$ cat src/rtl/core/ijq_pkg.sv
// Shared constants, codes and controller/datapath interface types for the job queue.
`timescale 1ns / 1ps
package ijq_pkg;

  localparam int unsigned DEPTH_DEF       = 16;
  localparam int unsigned JOB_ID_BITS_DEF = 16;
  localparam int unsigned WORKER_BITS_DEF = 8;
  localparam int unsigned IDX_BITS        = 4;
  localparam int unsigned COUNT_BITS      = 5;
  localparam int unsigned STATUS_BITS     = 3;

  localparam logic [1:0] OP_INSERT = 2'd0;
  localparam logic [1:0] OP_SWAP   = 2'd1;
  localparam logic [1:0] OP_POP    = 2'd2;
  localparam logic [1:0] OP_ASSIGN = 2'd3;

  localparam logic [STATUS_BITS-1:0] ST_OK        = 3'd0;
  localparam logic [STATUS_BITS-1:0] ST_RANGE     = 3'd1;
  localparam logic [STATUS_BITS-1:0] ST_FULL      = 3'd2;
  localparam logic [STATUS_BITS-1:0] ST_EMPTY     = 3'd3;
  localparam logic [STATUS_BITS-1:0] ST_NO_WORKER = 3'd4;

  localparam logic [1:0] RA_A    = 2'd0;
  localparam logic [1:0] RA_B    = 2'd1;
  localparam logic [1:0] RA_HEAD = 2'd2;

  localparam logic [1:0] WR_INSERT = 2'd0;
  localparam logic [1:0] WR_ASSIGN = 2'd1;
  localparam logic [1:0] WR_SWAP_B = 2'd2;
  localparam logic [1:0] WR_SWAP_A = 2'd3;

  typedef struct packed {
    logic       load;
    logic       rd_en;
    logic [1:0] rd_sel;
    logic       wr_en;
    logic [1:0] wr_kind;
    logic       hold_a;
    logic       finish;
  } ijq_cmd_t;

  typedef struct packed {
    logic [1:0] op;
    logic       ok;
    logic       same;
  } ijq_stat_t;

endpackage

$ cat src/rtl/core/indexed_job_queue_with_swap.sv
// Top level of the indexed job queue with swap.
`timescale 1ns / 1ps
// An item is taken when start_i is high and busy_o is low; its result appears
// on the result ports for one cycle with done_o high and must be captured then.
// busy_o drops in the cycle that done_o rises, so the next item can start there.
// All slot data lives in one memory pair that is never read and written at once,
// which sets the cost: insert, assign and any rejected item finish in the execute
// step, pop adds a registered head read and swap of two distinct positions
// goes read, read, write, write.
module indexed_job_queue_with_swap
  import ijq_pkg::*;
#(
  parameter int unsigned JOB_ID_BITS    = JOB_ID_BITS_DEF,
  parameter int unsigned WORKER_ID_BITS = WORKER_BITS_DEF
) (
  input  logic                      clk_i,
  input  logic                      rst_ni,
  input  logic                      start_i,
  output logic                      busy_o,
  input  logic [1:0]                opcode_i,
  input  logic [JOB_ID_BITS-1:0]    job_id_i,
  input  logic [IDX_BITS-1:0]       index_a_i,
  input  logic [IDX_BITS-1:0]       index_b_i,
  input  logic [WORKER_ID_BITS-1:0] worker_id_i,
  input  logic                      worker_available_i,
  output logic                      done_o,
  output logic [STATUS_BITS-1:0]    status_o,
  output logic [JOB_ID_BITS-1:0]    popped_job_id_o,
  output logic [WORKER_ID_BITS-1:0] popped_worker_id_o,
  output logic                      popped_has_worker_o,
  output logic                      worker_taken_o,
  output logic [COUNT_BITS-1:0]     entry_count_o
);

  ijq_cmd_t  cmd;
  ijq_stat_t stat;

  ijq_ctrl u_ctrl (
    .clk_i  (clk_i),
    .rst_ni (rst_ni),
    .start_i(start_i),
    .stat_i (stat),
    .cmd_o  (cmd),
    .busy_o (busy_o)
  );

  ijq_datapath #(
    .JOB_ID_BITS   (JOB_ID_BITS),
    .WORKER_ID_BITS(WORKER_ID_BITS)
  ) u_datapath (
    .clk_i              (clk_i),
    .rst_ni             (rst_ni),
    .cmd_i              (cmd),
    .stat_o             (stat),
    .opcode_i           (opcode_i),
    .job_id_i           (job_id_i),
    .index_a_i          (index_a_i),
    .index_b_i          (index_b_i),
    .worker_id_i        (worker_id_i),
    .worker_available_i (worker_available_i),
    .done_o             (done_o),
    .status_o           (status_o),
    .popped_job_id_o    (popped_job_id_o),
    .popped_worker_id_o (popped_worker_id_o),
    .popped_has_worker_o(popped_has_worker_o),
    .worker_taken_o     (worker_taken_o),
    .entry_count_o      (entry_count_o)
  );

endmodule

$ cat src/rtl/core/ijq_ctrl.sv
// Sequencing state machine for the job queue.
`timescale 1ns / 1ps
module ijq_ctrl
  import ijq_pkg::*;
(
  input  logic      clk_i,
  input  logic      rst_ni,
  input  logic      start_i,
  input  ijq_stat_t stat_i,
  output ijq_cmd_t  cmd_o,
  output logic      busy_o
);

  localparam logic [2:0] S_IDLE    = 3'd0;
  localparam logic [2:0] S_EXEC    = 3'd1;
  localparam logic [2:0] S_POP_FIN = 3'd2;
  localparam logic [2:0] S_SWAP_RB = 3'd3;
  localparam logic [2:0] S_SWAP_WB = 3'd4;
  localparam logic [2:0] S_SWAP_WA = 3'd5;

  logic [2:0] state_q, state_d;

  always_ff @(posedge clk_i or negedge rst_ni) begin
    if (!rst_ni) begin
      state_q <= S_IDLE;
    end else begin
      state_q <= state_d;
    end
  end

  assign busy_o = (state_q != S_IDLE);

  always_comb begin
    state_d = state_q;
    cmd_o   = '0;
    case (state_q)
      S_IDLE: begin
        if (start_i) begin
          cmd_o.load = 1'b1;
          state_d    = S_EXEC;
        end
      end
      S_EXEC: begin
        if (!stat_i.ok) begin
          cmd_o.finish = 1'b1;
          state_d      = S_IDLE;
        end else begin
          case (stat_i.op)
            OP_INSERT: begin
              cmd_o.wr_en   = 1'b1;
              cmd_o.wr_kind = WR_INSERT;
              cmd_o.finish  = 1'b1;
              state_d       = S_IDLE;
            end
            OP_ASSIGN: begin
              cmd_o.wr_en   = 1'b1;
              cmd_o.wr_kind = WR_ASSIGN;
              cmd_o.finish  = 1'b1;
              state_d       = S_IDLE;
            end
            OP_POP: begin
              cmd_o.rd_en  = 1'b1;
              cmd_o.rd_sel = RA_HEAD;
              state_d      = S_POP_FIN;
            end
            OP_SWAP: begin
              if (stat_i.same) begin
                cmd_o.finish = 1'b1;
                state_d      = S_IDLE;
              end else begin
                cmd_o.rd_en  = 1'b1;
                cmd_o.rd_sel = RA_A;
                state_d      = S_SWAP_RB;
              end
            end
            default: begin
              cmd_o.finish = 1'b1;
              state_d      = S_IDLE;
            end
          endcase
        end
      end
      S_POP_FIN: begin
        cmd_o.finish = 1'b1;
        state_d      = S_IDLE;
      end
      S_SWAP_RB: begin
        cmd_o.rd_en  = 1'b1;
        cmd_o.rd_sel = RA_B;
        cmd_o.hold_a = 1'b1;
        state_d      = S_SWAP_WB;
      end
      S_SWAP_WB: begin
        cmd_o.wr_en   = 1'b1;
        cmd_o.wr_kind = WR_SWAP_B;
        state_d       = S_SWAP_WA;
      end
      S_SWAP_WA: begin
        cmd_o.wr_en   = 1'b1;
        cmd_o.wr_kind = WR_SWAP_A;
        cmd_o.finish  = 1'b1;
        state_d       = S_IDLE;
      end
      default: begin
        state_d = S_IDLE;
      end
    endcase
  end

endmodule

$ cat src/rtl/core/ijq_datapath.sv
// Slot memories, ring pointers, status decode and result registers of the job queue.
`timescale 1ns / 1ps
module ijq_datapath
  import ijq_pkg::*;
#(
  parameter int unsigned JOB_ID_BITS    = JOB_ID_BITS_DEF,
  parameter int unsigned WORKER_ID_BITS = WORKER_BITS_DEF
) (
  input  logic                      clk_i,
  input  logic                      rst_ni,
  input  ijq_cmd_t                  cmd_i,
  output ijq_stat_t                 stat_o,
  input  logic [1:0]                opcode_i,
  input  logic [JOB_ID_BITS-1:0]    job_id_i,
  input  logic [IDX_BITS-1:0]       index_a_i,
  input  logic [IDX_BITS-1:0]       index_b_i,
  input  logic [WORKER_ID_BITS-1:0] worker_id_i,
  input  logic                      worker_available_i,
  output logic                      done_o,
  output logic [STATUS_BITS-1:0]    status_o,
  output logic [JOB_ID_BITS-1:0]    popped_job_id_o,
  output logic [WORKER_ID_BITS-1:0] popped_worker_id_o,
  output logic                      popped_has_worker_o,
  output logic                      worker_taken_o,
  output logic [COUNT_BITS-1:0]     entry_count_o
);

  localparam int unsigned DEPTH = DEPTH_DEF;
  localparam int unsigned AW   = (DEPTH > 1) ? $clog2(DEPTH) : 1;
  localparam int unsigned CW   = $clog2(DEPTH + 1);
  localparam int unsigned MW0  = (AW > CW) ? AW : CW;
  localparam int unsigned MW1  = (MW0 > IDX_BITS) ? MW0 : IDX_BITS;
  localparam int unsigned PW   = MW1 + 1;
  localparam int unsigned WKW  = WORKER_ID_BITS + 1;

  logic [JOB_ID_BITS-1:0] job_mem [DEPTH];
  logic [WKW-1:0]         wk_mem  [DEPTH];

  logic [1:0]                op_q;
  logic [JOB_ID_BITS-1:0]    job_q;
  logic [IDX_BITS-1:0]       ia_q, ib_q;
  logic [WORKER_ID_BITS-1:0] wid_q;
  logic                      wav_q;
  logic [AW-1:0]             head_q, head_d;
  logic [CW-1:0]             count_q, count_d;
  logic [JOB_ID_BITS-1:0]    rd_job_q, hold_job_q;
  logic [WKW-1:0]            rd_wk_q, hold_wk_q;

  logic                      done_q;
  logic [STATUS_BITS-1:0]    status_q;
  logic [JOB_ID_BITS-1:0]    pjob_q;
  logic [WORKER_ID_BITS-1:0] pwk_q;
  logic                      phas_q, taken_q;
  logic [COUNT_BITS-1:0]     ecount_q;

  logic [PW-1:0]          sum_a, sum_b, sum_t, depth_p;
  logic [AW-1:0]          pa, pb, tail, rd_addr, wr_addr;
  logic [PW-1:0]          ia_x, ib_x, cnt_x;
  logic                   a_bad, b_bad, full, empty;
  logic [STATUS_BITS-1:0] err;
  logic [JOB_ID_BITS-1:0] wr_job;
  logic [WKW-1:0]         wr_wk;
  logic                   wr_job_en;

  // Operand capture
  always_ff @(posedge clk_i) begin
    if (cmd_i.load) begin
      op_q  <= opcode_i;
      job_q <= job_id_i;
      ia_q  <= index_a_i;
      ib_q  <= index_b_i;
      wid_q <= worker_id_i;
      wav_q <= worker_available_i;
    end
  end

  // Logical to physical slot; the sum stays below twice the depth when used
  assign depth_p = PW'(DEPTH);
  assign ia_x    = PW'(ia_q);
  assign ib_x    = PW'(ib_q);
  assign cnt_x   = PW'(count_q);
  assign sum_a   = PW'(head_q) + ia_x;
  assign sum_b   = PW'(head_q) + ib_x;
  assign sum_t   = PW'(head_q) + cnt_x;
  assign pa      = (sum_a >= depth_p) ? AW'(sum_a - depth_p) : AW'(sum_a);
  assign pb      = (sum_b >= depth_p) ? AW'(sum_b - depth_p) : AW'(sum_b);
  assign tail    = (sum_t >= depth_p) ? AW'(sum_t - depth_p) : AW'(sum_t);

  assign a_bad = (ia_x >= cnt_x);
  assign b_bad = (ib_x >= cnt_x);
  assign full  = (count_q == CW'(DEPTH));
  assign empty = (count_q == '0);

  always_comb begin
    err = ST_OK;
    case (op_q)
      OP_INSERT: err = full ? ST_FULL : ST_OK;
      OP_SWAP:   err = (a_bad || b_bad) ? ST_RANGE : ST_OK;
      OP_POP:    err = empty ? ST_EMPTY : ST_OK;
      OP_ASSIGN: err = a_bad ? ST_RANGE : (!wav_q ? ST_NO_WORKER : ST_OK);
      default:   err = ST_OK;
    endcase
  end

  assign stat_o.op   = op_q;
  assign stat_o.ok   = (err == ST_OK);
  assign stat_o.same = (ia_q == ib_q);

  // Memory port selects
  always_comb begin
    case (cmd_i.rd_sel)
      RA_A:    rd_addr = pa;
      RA_B:    rd_addr = pb;
      RA_HEAD: rd_addr = head_q;
      default: rd_addr = head_q;
    endcase
  end

  always_comb begin
    wr_addr   = pa;
    wr_job    = rd_job_q;
    wr_wk     = rd_wk_q;
    wr_job_en = 1'b1;
    case (cmd_i.wr_kind)
      WR_INSERT: begin
        wr_addr = tail;
        wr_job  = job_q;
        wr_wk   = '0;
      end
      WR_ASSIGN: begin
        wr_addr   = pa;
        wr_wk     = {1'b1, wid_q};
        wr_job_en = 1'b0;
      end
      WR_SWAP_B: begin
        wr_addr = pb;
        wr_job  = hold_job_q;
        wr_wk   = hold_wk_q;
      end
      WR_SWAP_A: begin
        wr_addr = pa;
        wr_job  = rd_job_q;
        wr_wk   = rd_wk_q;
      end
      default: begin
        wr_addr = pa;
      end
    endcase
  end

  always_ff @(posedge clk_i) begin
    if (cmd_i.wr_en && wr_job_en) begin
      job_mem[wr_addr] <= wr_job;
    end
    if (cmd_i.rd_en) begin
      rd_job_q <= job_mem[rd_addr];
    end
  end

  always_ff @(posedge clk_i) begin
    if (cmd_i.wr_en) begin
      wk_mem[wr_addr] <= wr_wk;
    end
    if (cmd_i.rd_en) begin
      rd_wk_q <= wk_mem[rd_addr];
    end
  end

  always_ff @(posedge clk_i) begin
    if (cmd_i.hold_a) begin
      hold_job_q <= rd_job_q;
      hold_wk_q  <= rd_wk_q;
    end
  end

  // Ring pointers
  always_comb begin
    head_d  = head_q;
    count_d = count_q;
    if (cmd_i.finish && (err == ST_OK)) begin
      if (op_q == OP_INSERT) begin
        count_d = count_q + CW'(1);
      end else if (op_q == OP_POP) begin
        count_d = count_q - CW'(1);
        head_d  = (head_q == AW'(DEPTH - 1)) ? '0 : head_q + AW'(1);
      end
    end
  end

  always_ff @(posedge clk_i or negedge rst_ni) begin
    if (!rst_ni) begin
      head_q  <= '0;
      count_q <= '0;
      done_q  <= 1'b0;
    end else begin
      head_q  <= head_d;
      count_q <= count_d;
      done_q  <= cmd_i.finish;
    end
  end

  // Result registers
  always_ff @(posedge clk_i) begin
    if (cmd_i.finish) begin
      status_q <= err;
      ecount_q <= COUNT_BITS'(count_d);
      taken_q  <= (op_q == OP_ASSIGN) && (err == ST_OK);
      if ((op_q == OP_POP) && (err == ST_OK)) begin
        pjob_q <= rd_job_q;
        phas_q <= rd_wk_q[WKW-1];
        pwk_q  <= rd_wk_q[WKW-1] ? rd_wk_q[WORKER_ID_BITS-1:0] : '0;
      end else begin
        pjob_q <= '0;
        phas_q <= 1'b0;
        pwk_q  <= '0;
      end
    end
  end

  assign done_o              = done_q;
  assign status_o            = status_q;
  assign popped_job_id_o     = pjob_q;
  assign popped_worker_id_o  = pwk_q;
  assign popped_has_worker_o = phas_q;
  assign worker_taken_o      = taken_q;
  assign entry_count_o       = ecount_q;

endmodule
$ cat config.mk
export PLATFORM = sky130hd
export DESIGN_NAME = indexed_job_queue_with_swap
export DESIGN_NICKNAME = d
export VERILOG_FILES = /design/src/rtl/core/ijq_pkg.sv /design/src/rtl/core/indexed_job_queue_with_swap.sv /design/src/rtl/core/ijq_ctrl.sv /design/src/rtl/core/ijq_datapath.sv
export SDC_FILE = /design/constraint.sdc
export NUM_CORES = 1
export LEC_CHECK = 0
export BUFFER_PORTS_ARGS = -buffer_cell sky130_fd_sc_hd__buf_2
export CAP_MARGIN = 20
export CORE_MARGIN = 3
export CORE_UTILIZATION = 40
export CTS_BUF_LIST = sky130_fd_sc_hd__clkbuf_2 sky130_fd_sc_hd__clkbuf_4 sky130_fd_sc_hd__clkbuf_8
export DETAILED_ROUTE_END_ITERATION = 16
export HOLD_SLACK_MARGIN = 0.12
export PLACE_DENSITY = 0.58
export SLEW_MARGIN = 20
export SYNTH_ARGS = -nofsm -noshare
export SYNTH_HDL_FRONTEND = slang
export SYNTH_SLANG_ARGS = --single-unit
export TNS_END_PERCENT = 30
$ cat constraint.sdc
create_clock -name clk_i -period 8.5 [get_ports clk_i]
set_clock_uncertainty 0.15 [all_clocks]
set_input_delay 1.275 -clock clk_i [delete_from_list [all_inputs] [get_ports clk_i]]
set_output_delay 1.275 -clock clk_i [all_outputs]
set_load 0.02 [all_outputs]
Yosys cells after proc, flatten, opt, wreduce, memory -nomap -nowiden
Memory sizes are Yosys's and may differ from the RTL's. A register that Yosys moved wholly into a read port is not among the register bits.
Cells that the tools add are included.

cells by class
  add/sub/neg operators = 9
  $lt $le $gt $ge = 5
  equality and inequality tests = 16
  mux-type cells = 40
  bitwise operators = 1
  reductions and logical operators = 17

operators by type and width
  kind                                                  number
  case mux 9 bit (4 select lines)                       1
  case mux 16 bit (2 select lines)                      1
  case mux 3 bit (4 select lines)                       2
  case mux 3 bit (2 select lines)                       3
  case mux 3 bit (3 select lines)                       2
  two-way mux 4 bit                                     4
  two-way mux 3 bit                                     5
  two-way mux 5 bit                                     3
  case mux 4 bit (3 select lines)                       1
  subtractor 4 x 1 -> 4 bit (second input constant)     3
  two-way mux 1 bit                                     11
  adder 4 x 4 -> 5 bit                                  2
  >= comparator 4 x 5 -> 1 bit                          2
  >= comparator 5 bit (second input constant)           2
  equality test 2 bit (second input constant)           4
  case mux 4 bit (2 select lines)                       1
  adder 4 x 5 -> 6 bit                                  1
  equality test 2 x 1 -> 1 bit (second input constant)  3
  equality test 3 x 2 -> 1 bit (second input constant)  2
  equality test 3 bit (second input constant)           2
  >= comparator 6 x 5 -> 1 bit (second input constant)  1
  logical NOT 2 bit                                     3
  logical NOT 3 bit                                     2
  two-way mux 2 bit                                     3
  18 further kinds                                      24

word-level totals
  flip-flop bits (word level) = 107
  memory bits (writable) = 400
  bits of input ports = 38
  word-level logic and storage cells = 108
  memories kept = 2

memories
  name                depth  width  rd ports  clocked after memory_dff  wr ports  RTL line            text
  u_datapath.job_mem  16     16     1         1                         1         ijq_datapath.sv:36  logic [JOB_ID_BITS-1:0] job_mem [DEPTH];
  u_datapath.wk_mem   16     9      1         1                         1         ijq_datapath.sv:37  logic [WKW-1:0] wk_mem [DEPTH];

Depth between registers and ports, before layout
  depth in word-level cells = 12
  depth in mapped cells = 15

By module
From an unflattened synthesis, not the netlist that was laid out.

second synthesis, totals
  cells, all modules = 1314
  area total of the unflattened synthesis = 21730.8 sq um

modules (own cells, without submodules)
  module        times used  cells an instance  area each (sq um)  seq. area each (sq um)
  ijq_datapath  1           1276               21421.8            15835.2
  ijq_ctrl      1           38                 309.0              75.1

Worst setup path before layout
OpenSTA, ideal clock, no wires.

  path type = register to register
  start = register u_datapath.count_q[2]
  end = register u_datapath.head_q[0]
  arrival time = 4.599 ns
  path slack = 3.626 ns
  cell stages (with the launch flop) = 15
  path buffers = 3
  clock period less this slack = 4.874 ns
  path through = dfrtp_1 > clkbuf_1 > inv_1 > ha_1 > a211o_1 > a31oi_1 > or4_1 > a31o_1 > buf_2 > inv_1 > nor3_1 > o22ai_1 > and2_0 > clkbuf_1 > mux2_2

RTL lines
  what                    RTL line             text
  from (decl)             ijq_datapath.sv:45   logic [CW-1:0] count_q, count_d;
  from (signal assigned)  ijq_datapath.sv:197  count_q <= count_d;
  to (signal assigned)    ijq_datapath.sv:192  head_q <= '0;
  to (signal assigned)    ijq_datapath.sv:196  head_q <= head_d;
  to (decl)               ijq_datapath.sv:44   logic [AW-1:0] head_q, head_d;

Worst setup path in the final report
  start = register u_datapath.count_q[2]
  end = register u_datapath.rd_job_q[11], read port of u_datapath.job_mem, data pin

on the way
  longest elaborated chain between the ends = 9
  elaborated cells on any way between the ends = 16

ends and longest elaborated chain
  what                                                                      RTL line                                text
  >= comparator 4 x 5 -> 1 bit, on equally long branches                    ijq_datapath.sv:89, ijq_datapath.sv:90
  logical OR 1 bit                                                          ijq_datapath.sv:98                      OP_SWAP: err = (a_bad || b_bad) ? ST_RANGE : ST_OK;
  two-way mux 1 bit                                                         ijq_datapath.sv:98
  case mux 3 bit (4 select lines) (*)                                       ijq_datapath.sv:96                      case (op_q)
  logical NOT 3 bit (*)                                                     ijq_datapath.sv:106                     assign stat_o.ok = (err == ST_OK);
  two-way mux 6 bit (*)                                                     ijq_ctrl.sv:44                          if (!stat_i.ok) begin
  case mux 3 bit (2 select lines) (*)                                       ijq_ctrl.sv:36                          case (state_q)
  equality test 2 x 1 -> 1 bit / logical NOT 2 bit (equally long branches)  ijq_datapath.sv:111                     case (cmd_i.rd_sel)
  case mux 4 bit (2 select lines)                                           ijq_datapath.sv:111
  to (decl)                                                                 ijq_datapath.sv:46                      logic [JOB_ID_BITS-1:0] rd_job_q, hold_job_q;

Every way passes the cells marked *; elsewhere a longest branch is shown, timed or not.
A chain may end at the register's enable or synchronous reset.

==> results.cfg <==
[floorplan]
core-area_sq_um = 51900
top_level_ports = 74
dieArea_sq_um = 55900
die_height_um = 236
initial_utilization_pct = 40.9
rows = 83
die_w_um = 236

[layout]
fin_area_sq_um = 24400
seq_area_sq_um = 15900
layout_common_cells = edfxtp_1 (519), mux2i_1 (210), o22ai_1 (119)
syn_to_final_growth_pct = 15.0
layout-drive-gt1-share_pct = 20.8
fill_cells = 4449
fin_util_pct = 47.0
final_common_cell = edfxtp_1
nets = 1481
multiInputGateArea_sq_um = 5200

[setup_path]
crit_required_ns = 8.71
endpoint_kind = register
worst_setup_path_start_kind = register
crit_type = register to register
critPathMaxFanout = 56
arrival_ns = 5.21

[global_routing]
overflow = 0
grt_pass1_wl_um = 76500
grt_pass1_vias = 11900
grt_max_degree = 57
track_usage_pct = 18.3
antenna_found_initial = 1

[placement]
gp_congestion = 0.802
hpwl_um = 30500
numPortBuffers = 73
placed_area_sq_um = 22700

[synthesis]
yosysWarnings = 0
synth_cell_types = 54
yosysSeqAreaShare_pct = 75.0
async_flop_share_pct = 2.44
synthCells = 1265
syn-mean-instance-area_sq_um = 16.8
synthesis.area_sq_um = 21200
ys.flop_type = edfxtp_1
syn_nets = 1332
ys_ff_latch = 532
synth-edff-count = 519

[routing]
wl_per_cell_um = 24.0
drt-total-wl_um = 51800
via_per_inst = 5.50
vias = 11900
drt_iter0_drc = 954
dr.pass1.iters = 5
drtAntennaViolNets = 0
drcViolationCount = 0

[clocking]
cts_resized = 0
clk_path_buf_depth = 3
clock_latency_ns = 0.65
htree_num_levels = 3
cts_buffers = 83
hold_buffers = 0
cts-root-buf = clkbuf_8
tritoncts = yes
post_cts_buffers = 0
clock_sinks = 532
path_clk_slew_ns = 0.06

[timing]
timing.final.crit_share_pct = 58.7
rsz0062_at_grt = false
report.final.slew_viol_count = 0
worst_slew_pin_slew_ns = 1.13
fmax_ghz = 0.200
slew_headroom_pct = 25.0
fin_setup_tns_ns = 0
hold_viol = 0
period_needed_ns = 4.99
setup_violations = 0

[pwr]
ir_drop_mv = 0.476
power_density_nw_per_um2 = 405
power_leakage_nw = 8.80

[run_status]
outcome = finished clean

[min_path]
hold_path.class = register to register

[run]
drv_cap = 0
## worst max-delay path: stages, from the launching register on
cell,delay (ns)
dfrtp_1,0.48
inv_1,0.10
ha_1,0.32
a211o_1,0.30
a31oi_1,0.22
or4_1,0.15
a31o_1,0.31
nand4_4,0.44
mux2i_4,0.40
buf_4,0.78
mux2i_1,0.28
o22ai_1,0.10
or4_1,0.56
## final cells by class
| class | count | area share, % |
|---|---|---|
| Antenna cell | 1 | 0.0103 |
| Timing Repair Buffer | 127 | 3.17 |
| Clock buffer | 112 | 5.65 |
| Tap cell | 680 | 3.49 |
| Multi-Input combinational cell | 653 | 21.3 |
| Clock inverter | 39 | 0.958 |
| Sequential cell | 532 | 65.2 |
| Inverter | 17 | 0.261 |
## registers in the layout (all words and copies together) (netlist names), 9 cells and up
name	flops
u_datapath.job_mem	256
u_datapath.wk_mem	144
u_datapath.hold_job_q	16
u_datapath.job_q	16
u_datapath.popped_job_id_o	16
u_datapath.rd_job_q	16
u_datapath.hold_wk_q	9
u_datapath.rd_wk_q	9
## power breakdown
| part | total [mW] | leakage, nW | internal [mW] | switching, mW |
|---|---|---|---|---|
| Sequential | 3.98 | 4.91 | 3.76 | 0.218 |
| Clock | 2.09 | 0.857 | 1.12 | 0.970 |
| Combinational | 3.81 | 3.03 | 1.34 | 2.46 |
| Total | 9.87 | 8.80 | 6.22 | 3.65 |
## synthesized netlist by cell type, types with 2 or more instances
master | n | share of area, %
a21o_1 | 4 | 0.14
a21oi_1 | 22 | 0.52
a2bb2oi_1 | 2 | 0.083
a31oi_1 | 9 | 0.27
a31oi_2 | 2 | 0.12
a32oi_1 | 2 | 0.083
and2_1 | 19 | 0.56
and3_1 | 12 | 0.35
buf_2 | 35 | 0.83
clkbuf_1 | 27 | 0.48
dfrtp_1 | 13 | 1.5
edfxtp_1 | 519 | 73
fa_1 | 3 | 0.28
ha_1 | 26 | 1.5
inv_1 | 17 | 0.30
mux2i_1 | 211 | 9.9
nand2_1 | 33 | 0.58
nand2b_1 | 7 | 0.21
nand3_1 | 3 | 0.071
nand3b_1 | 3 | 0.11
nand4_1 | 3 | 0.088
nor2_1 | 66 | 1.2
nor2b_1 | 3 | 0.088
nor3_1 | 4 | 0.094
nor4_1 | 3 | 0.088
nor4b_1 | 4 | 0.17
o21ai_0 | 16 | 0.38
o21bai_1 | 2 | 0.071
o22a_1 | 2 | 0.083
o22ai_1 | 120 | 3.5
or2_2 | 6 | 0.18
or3_1 | 2 | 0.059
or4_1 | 26 | 0.92
xnor2_1 | 12 | 0.50
xor2_1 | 8 | 0.33
## path summary, 6_finish.rpt
path,to,startpoint,slack [ns],depth (start not counted)
setup / recovery,u_datapath.rd_job_q[11],u_datapath.count_q[2],3.51,12
hold / removal,u_datapath.hold_wk_q[1],u_datapath.rd_wk_q[1],0.32,0
setup reg to reg,u_datapath.rd_job_q[11],u_datapath.count_q[2],3.51,12
hold reg to reg,u_datapath.hold_wk_q[1],u_datapath.rd_wk_q[1],0.32,0
max in group asynchronous,u_datapath.head_q[2],rst_ni,7.54,1
min in group asynchronous,u_datapath.head_q[3],rst_ni,0.39,1
## per-layer routing
metal  share of wire (%)  GRT usage (%)  up-vias
met5                   0              0        -
met4                 2.5           6.65        0
met3                 5.9           3.44       93
met2                  48           29.9      384
met1                  43           24.7     6093
li1                    -              -     5317
## metrics by stage
stage / hold slack (ns) / power, mW / std cells / setup WS (ns)
2_1_floorplan: 0.291 / 6.49 / 1265 / 3.63
3_3_place_gp: 0.296 / 7.78 / 2008 / 3.67
3_5_place_dp: 0.307 / 7.83 / 2009 / 3.57
4_1_cts: 0.320 / 9.93 / 2160 / 3.56
5_1_grt: 0.333 / 10.4 / 2161 / 3.29
6_report: 0.320 / 9.87 / 2161 / 3.51
## logic make-up (layout without fill, tap and decap cells)
| group | count (synthesis) | count (layout) | synth area share (%) |
|---|---|---|---|
| multiplexers | 212 | 212 | 10.0 |
| AO/OA/AOI/OAI | 192 | 192 | 5.74 |
| AND/OR/NAND/NOR | 200 | 200 | 5.01 |
| flip-flops | 532 | 532 | 75.0 |
| other | 0 | 1 | 0 |
| buffers and inverters | 80 | 295 | 1.66 |
| adder cells (fa/ha/maj) | 29 | 29 | 1.82 |
| XOR/XNOR | 20 | 20 | 0.825 |
Power figures use the tool's default switching activity.
